==> src/rtl/mhse_pkg.sv <==
package mhse_pkg;

  // Request codes carried on the input tuser field.
  localparam logic [1:0] OP_QUERY  = 2'd0;
  localparam logic [1:0] OP_INSERT = 2'd1;
  localparam logic [1:0] OP_DELETE = 2'd2;

  // Configuration register indexes.
  localparam logic [2:0] REG_PROBE_COUNT = 3'd0;
  localparam logic [2:0] REG_SEED_0      = 3'd1;
  localparam logic [2:0] REG_SEED_1      = 3'd2;
  localparam logic [2:0] REG_SEED_2      = 3'd3;
  localparam logic [2:0] REG_SEED_3      = 3'd4;

  localparam int SEED_REGS = 4;
  localparam int KEY_W     = 64;
  localparam int TOMB_W    = 14;
  localparam logic [TOMB_W-1:0] TOMB_MAX = 14'd16383;

  // Slot word flags, stored above the key.
  localparam logic [1:0] FLAG_EMPTY = 2'b00;
  localparam logic [1:0] FLAG_OCC   = 2'b01;
  localparam logic [1:0] FLAG_TOMB  = 2'b11;

  // Hash mixing constants.
  localparam logic [31:0] MM_C1  = 32'hcc9e2d51;
  localparam logic [31:0] MM_C2  = 32'h1b873593;
  localparam logic [31:0] MM_M5  = 32'd5;
  localparam logic [31:0] MM_ADD = 32'he6546b64;
  localparam logic [31:0] MM_LEN = 32'd4;
  localparam logic [31:0] MM_F1  = 32'h85ebca6b;
  localparam logic [31:0] MM_F2  = 32'hc2b2ae35;

  typedef struct packed {
    logic        start;
    logic [31:0] word;
    logic [31:0] seed;
  } hash_req_t;

  typedef struct packed {
    logic        done;
    logic [31:0] hash;
  } hash_rsp_t;

endpackage

==> src/rtl/mhse_hash.sv <==
// Iterative 32-bit mixer: one shared multiplier, one multiply per cycle.
module mhse_hash (
  input  logic                clk,
  input  logic                rst,
  input  mhse_pkg::hash_req_t req,
  output mhse_pkg::hash_rsp_t rsp
);

  typedef enum logic [2:0] {HS_IDLE, HS_K2, HS_H1, HS_H2, HS_H3, HS_H4} hs_state_t;

  hs_state_t   state;
  logic [31:0] seed;
  logic [31:0] product;
  logic [31:0] mul_a;
  logic [31:0] mul_b;
  logic [31:0] pre;
  logic [63:0] full;

  always_comb begin
    pre   = 32'd0;
    mul_a = req.word;
    mul_b = mhse_pkg::MM_C1;
    unique case (state)
      HS_IDLE: begin
        mul_a = req.word;
        mul_b = mhse_pkg::MM_C1;
      end
      HS_K2: begin
        mul_a = {product[16:0], product[31:17]};
        mul_b = mhse_pkg::MM_C2;
      end
      HS_H1: begin
        pre   = seed ^ product;
        mul_a = {pre[18:0], pre[31:19]};
        mul_b = mhse_pkg::MM_M5;
      end
      HS_H2: begin
        pre   = (product + mhse_pkg::MM_ADD) ^ mhse_pkg::MM_LEN;
        mul_a = pre ^ (pre >> 16);
        mul_b = mhse_pkg::MM_F1;
      end
      HS_H3: begin
        mul_a = product ^ (product >> 13);
        mul_b = mhse_pkg::MM_F2;
      end
      HS_H4: begin
        mul_a = product;
        mul_b = mhse_pkg::MM_F2;
      end
      default: begin
        mul_a = req.word;
        mul_b = mhse_pkg::MM_C1;
      end
    endcase
    full = mul_a * mul_b;
  end

  always_ff @(posedge clk) begin
    if (rst) begin
      state    <= HS_IDLE;
      rsp.done <= 1'b0;
    end else begin
      rsp.done <= 1'b0;
      unique case (state)
        HS_IDLE: begin
          if (req.start) begin
            seed    <= req.seed;
            product <= full[31:0];
            state   <= HS_K2;
          end
        end
        HS_K2: begin
          product <= full[31:0];
          state   <= HS_H1;
        end
        HS_H1: begin
          product <= full[31:0];
          state   <= HS_H2;
        end
        HS_H2: begin
          product <= full[31:0];
          state   <= HS_H3;
        end
        HS_H3: begin
          product <= full[31:0];
          state   <= HS_H4;
        end
        HS_H4: begin
          rsp.hash <= product ^ (product >> 16);
          rsp.done <= 1'b1;
          state    <= HS_IDLE;
        end
        default: state <= HS_IDLE;
      endcase
    end
  end

endmodule

==> config.mk <==
export PLATFORM = sky130hd
export DESIGN_NAME = mhse_hash
export DESIGN_NICKNAME = d
export VERILOG_FILES = /design/src/rtl/mhse_pkg.sv /design/src/rtl/mhse_hash.sv
export SDC_FILE = /design/constraint.sdc
export NUM_CORES = 1
export LEC_CHECK = 0
export BUFFER_PORTS_ARGS = -buffer_cell sky130_fd_sc_hd__buf_2
export CORE_UTILIZATION = 45
export DETAILED_ROUTE_END_ITERATION = 10
export GPL_ROUTABILITY_DRIVEN = 1
export HOLD_SLACK_MARGIN = 0.08
export PLACE_DENSITY = 0.62
export SLEW_MARGIN = 0
export SYNTH_ARGS = -nofsm -noshare
export SYNTH_HDL_FRONTEND = slang
export SYNTH_SLANG_ARGS = --single-unit
==> constraint.sdc <==
create_clock -name clk -period 12.8 [get_ports clk]
set_input_delay 0.64 -clock clk [delete_from_list [all_inputs] [get_ports clk]]
set_output_delay 0.64 -clock clk [all_outputs]
set_load 0.02 [all_outputs]
### Word level (Yosys, flattened, before mapping)

Index checks and enable logic that the tools add are counted.

| word-level totals | value |
|---|---|
| register bits | 100 |
| input port bits | 67 |
| output and inout port bits | 33 |
| logic and storage cells | 33 |

| cells by class | value |
|---|---|
| add/subtract/negate cells | 1 |
| multipliers | 1 |
| equality and inequality tests | 6 |
| multiplexer cells | 7 |
| bitwise operators | 6 |
| reductions and logical operators | 7 |

Operators by type and width:

| operator | number |
|---|---|
| $pmux 32 s5 | 1 |
| $pmux 32 s4 | 1 |
| $pmux 32 s2 | 1 |
| $xor 32x16->32 | 2 |
| $mux 33 | 1 |
| $add 32x32->32 const B | 1 |
| $mul 32x32->32 | 1 |
| $mux 32 | 1 |
| $xor 32x19->32 | 1 |
| $xor 32x32->32 | 1 |
| $pmux 3 s5 | 1 |
| $eq 3x2->1 const B | 2 |
| $eq 3x3->1 const B | 2 |
| $reduce_and 3->1 | 2 |
| $reduce_or 4->1 | 1 |
| $eq 3x1->1 const B | 1 |
| $logic_not 3->1 | 1 |
| $mux 3 | 1 |
| $ne 2x2->1 const B | 1 |
| $not 1->1 | 2 |
| $reduce_and 2->1 | 1 |
| $reduce_bool 2->1 | 1 |
| $reduce_or 2->1 | 1 |

### Depth between registers and ports, before layout

| logic depth | value |
|---|---|
| depth in word-level cells | 7 |
| gate-level depth with buffers | 42 |
| gate-level depth less buffers | 41 |

### Worst setup path before layout

Ideal clock, no wire load.

| timing path | value |
|---|---|
| path kind | register to register |
| start point | register product[2] |
| end point | register product[30], data pin |
| library setup time | 0.265 ns |
| data arrival time | 8.927 ns |
| required time | 12.535 ns |
| slack | 3.608 ns |
| stages on the path, launching flop included | 36 |
| path buffers | 0 |
| clock period less this slack | 9.192 ns |
| cells stage by stage | edfxtp_1 ha_1 a211o_1 a311o_1 a211oi_2 o22ai_1 xnor2_1 nor2_1 nor2_1 nand2_1 o21ai_0 inv_1 nand2_1 fa_1 inv_1 fa_1 fa_1 inv_1 fa_1 inv_1 fa_1 inv_1 fa_1 inv_1 fa_1 fa_1 ha_1 and3_1 a311oi_1 o21bai_1 a221o_1 a41o_1 o21a_1 o21ai_0 o21ai_0 xor2_1 |

| on the way | value |
|---|---|
| longest elaborated chain between the ends | 7 |
| elaborated cells between the ends (all ways) | 9 |
| those cells by class | 1 x add/sub; 1 x mul; 3 x mux; 4 x bitwise |

RTL lines:

| what | line | text |
|---|---|---|
| start, declared | mhse_hash.sv:13 | `logic [31:0] product;` |
| start signal, assigned | mhse_hash.sv:68 | `product <= full[31:0];` |
| start signal, assigned | mhse_hash.sv:73 | `product <= full[31:0];` |
| start signal, assigned | mhse_hash.sv:77 | `product <= full[31:0];` |
| $add 32x32->32 | mhse_hash.sv:38 | `pre = (product + mhse_pkg::MM_ADD) ^ mhse_pkg::MM_LEN;` |
| $not 1->1 (no source line) | -- |  |
| $xor 32x16->32 | mhse_hash.sv:39 | `mul_a = pre ^ (pre >> 16);` |
| $pmux 32 s5 * | mhse_hash.sv:23 | `unique case (state)` |
| $mul 32x32->32 * | mhse_hash.sv:55 | `full = mul_a * mul_b;` |
| via full[30] | mhse_hash.sv:17 | `logic [63:0] full;` |
| $mux 32 | mhse_hash.sv:66 | `if (req.start) begin` |
| $pmux 32 s2 * | mhse_hash.sv:64 | `unique case (state)` |

Mark *: on every way through the listed nets, which the timed path passes. The rest lies on a longest branch. The select of a mux whose other input is x is not followed.
A chain may end at the register's enable or synchronous reset.

### Worst setup path in the final report

| timing path | value |
|---|---|
| start point | register product[3] |
| end point | register product[30], data pin |

| on the way | value |
|---|---|
| longest elaborated chain between the ends | 6 |
| elaborated cells between the ends (all ways) | 8 |
| those cells by class | 1 x add/sub; 1 x mul; 3 x mux; 3 x bitwise |

RTL lines:

| what | line |
|---|---|
| $add 32x32->32 | mhse_hash.sv:38 |
| $xor 32x16->32 | mhse_hash.sv:39 |
| $pmux 32 s5 * | mhse_hash.sv:23 |
| $mul 32x32->32 * | mhse_hash.sv:55 |
| via full[30] | mhse_hash.sv:17 |
| $mux 32 | mhse_hash.sv:66 |
| $pmux 32 s2 * | mhse_hash.sv:64 |

Marks and branches as above.

==> impl_results.md <==
- Arrival @ worst endpoint: roughly 12 ns
- Clock Root Buffer: clkbuf_16
- Netlist cell types: 77
- Vias in the first global route: 17000
- Initial antenna violation count: 2
- Post-DP HPWL: between 70000 and 80000 um
- EDFF count, synth: 96
- Post-route DRC: 0
- Area Overhead vs Synth: 7.93%
- Worst R2R Path Depth: 37
- Cell Area, Placed: approximately 22000 um2
- Seq/Total Area, Yosys: 14.5%
- Commonest non-fill, non-tap cells in the layout: inv_1 (565), fa_1 (404), nand2_1 (187), nor2_1 (133), ha_1 (126)
- GPL Wtd Cong: between 1 and 1.5
- Status: finished clean
- Clock transition at the registers of the reported paths: ~0.09 ns
- Fin crit share: about nine tenths
- CP max FO: 10
- H-tree depth: 3
- IO Count: 100
- Avg WL per Cell: 29.8 um
- Worst-Margin Slew: around 1.2 ns
- Vias per cell: roughly 5.6
- Yosys warnings: 0
- Core footprint: roughly 45000 um2
- Mapped Cells: ~2200
- # hold bufs at CTS: 0
- Slowest-stage cell, CP: a21oi_1
- CP Launch Type: register
- Die height: around 220 um
- Vias: 16000
- WHS: 0.447 ns
- First-pass GRT wire length: roughly 120000 um
- Die X: about 220 um
- Final setup violation count: 0
- Clk_lat worst skew: 0.37 ns
- Critical Path Max Stage Delay: around 0.91 ns
- Number of routed nets with antenna violations: 0
- CP Class: register to register
- Worst Path Required: ~13 ns
- TNS Setup: 0 ns
- CTS tree: built
- Initial drt markers: roughly 1900
- Overall routing resource usage: 37.8%
- Rel. slew slack: 18.7%
- Largest net degree at the start of global routing: 51
- # nets final: approximately 2800
- Synth async-reset ratio: 0%
- Minimum clock period: between 10 and 15 ns
- Fraction of layout cells with a size suffix above 1: under 10%
- Total grt overflow: 0
- Commonest non-fill, non-tap cell in the layout: inv_1
- Most frequent cell on the critical path: inv_1
- Total routed wirelength: around 85000 um
- Critical Path End Type: register
- Pins Over Slew Limit: 0
- Port Buffers: between 90 and 100
- Drt pass-1 iters: 6
- CTS Buffer Depth: 2
- Clock skew: between 0.015 and 0.02 ns
- Worst Hold Depth: 1
- Syn avg cell area: 9.43 um2
- Die area: 46400 um2
- Top_reg_cell synth: edfxtp_1
- Fin cells: ~2800
- Hold Path Class: input pin to register
- Dpl cells: ~2800
- CTS sink cnt: 100
- Design area: roughly 22000 um2
- Unrepaired setup endpoints after global routing: no
- Resized cells post-CTS: 0
- Initial Util: a little under half
- Row cnt: 77
- Achievable Freq: 85.2 MHz
- Synthesized net count: 2769
- Cell Area, Synth: a little over 20000 um2
- Max-cap violations: 0
- Final-report hold violation count: 0
- TritonCTS Buffers: 9
- Post-CTS Setup Bufs: 0
- Synthesis-stage register bit count: 100
- FF-to-FF setup slack: between 1 and 1.5 ns
[per-layer routing]
layer	up-vias	wire length (um)	share of wire, %	track usage, %
met5	-	0	0	0
met4	0	5560	6.5	21.1
met3	240	7510	8.8	6.98
met2	934	38700	46	59.8
met1	8087	33200	39	49.0
li1	6776	-	-	-
[sequential cells by signal (all words and copies together), names as in the netlist]
name     count
product     32
seed        32
rsp         33
state        3
[Yosys cell counts (19+ instances only)]
cell / count / area, um2
inv_1: 565 / 2120
fa_1: 404 / 8090
nand2_1: 187 / 702
nor2_1: 136 / 510
ha_1: 126 / 1580
xnor2_1: 107 / 937
edfxtp_1: 96 / 2880
o21ai_0: 72 / 360
a21oi_1: 65 / 325
clkbuf_1: 49 / 184
xor2_1: 46 / 403
and2_1: 28 / 175
nand3_1: 26 / 130
a21o_1: 20 / 150
buf_2: 19 / 95.1
[worst max-delay path, delay by kind of cell, from the launching register on]
kind	cells	cell delay [ns]
AO/OA/AOI/OAI	15	5.07
buffers and inverters	8	1.05
adder cells (fa/ha/maj)	9	3.70
AND/OR/NAND/NOR	3	0.72
XOR/XNOR	2	0.32
flip-flops	1	0.57
[through the flow]
step                utilization [%]  setup slack (ns)
floorplan                         -              3.61
global placement               49.0              1.26
detailed placement             49.0              1.40
CTS                            49.6              1.35
global route                   49.6             0.828
finish                         49.7              1.06
[cell type report]
| cell class | instances | area (um2) |
|---|---|---|
| inverter | 568 | 2130 |
| timing repair buffer | 145 | 853 |
| antenna | 2 | 5.00 |
| sequential | 100 | 2970 |
| fill | 4254 | 22400 |
| clock inverter | 7 | 81.3 |
| multi-input combinational | 1425 | 15100 |
| tap | 592 | 741 |
| clock buffer | 9 | 225 |
[cells by family (layout without fill, tap and decap cells)]
| group | after synthesis | in the layout | synth area share, % |
|---|---|---|---|
| xor gates and xnor gates | 158 | 158 | 7.09 |
| muxes | 11 | 11 | 0.617 |
| DFF | 100 | 100 | 14.5 |
| adders and majority gates | 530 | 530 | 47.2 |
| AOI/OAI and AO/OA | 274 | 274 | 8.77 |
| buffers and inverters | 647 | 729 | 12.0 |
| and+or+nand+nor | 452 | 452 | 9.84 |
| other | 0 | 2 | 0 |
[worst paths after layout]
| path | start | endpoint |
|---|---|---|
| setup / recovery | product[3]$_DFFE_PP_ | product[30]$_DFFE_PP_ |
| hold / removal | req[24] | seed[24]$_DFFE_PP_ |
| hold reg to reg | state[0]$_SDFFE_PP0P_ | state[0]$_SDFFE_PP0P_ |
| setup reg to reg | product[3]$_DFFE_PP_ | product[30]$_DFFE_PP_ |
Power is not shown: default switching activity piles up to over one toggle a cycle in this logic, so the estimate is an artifact.
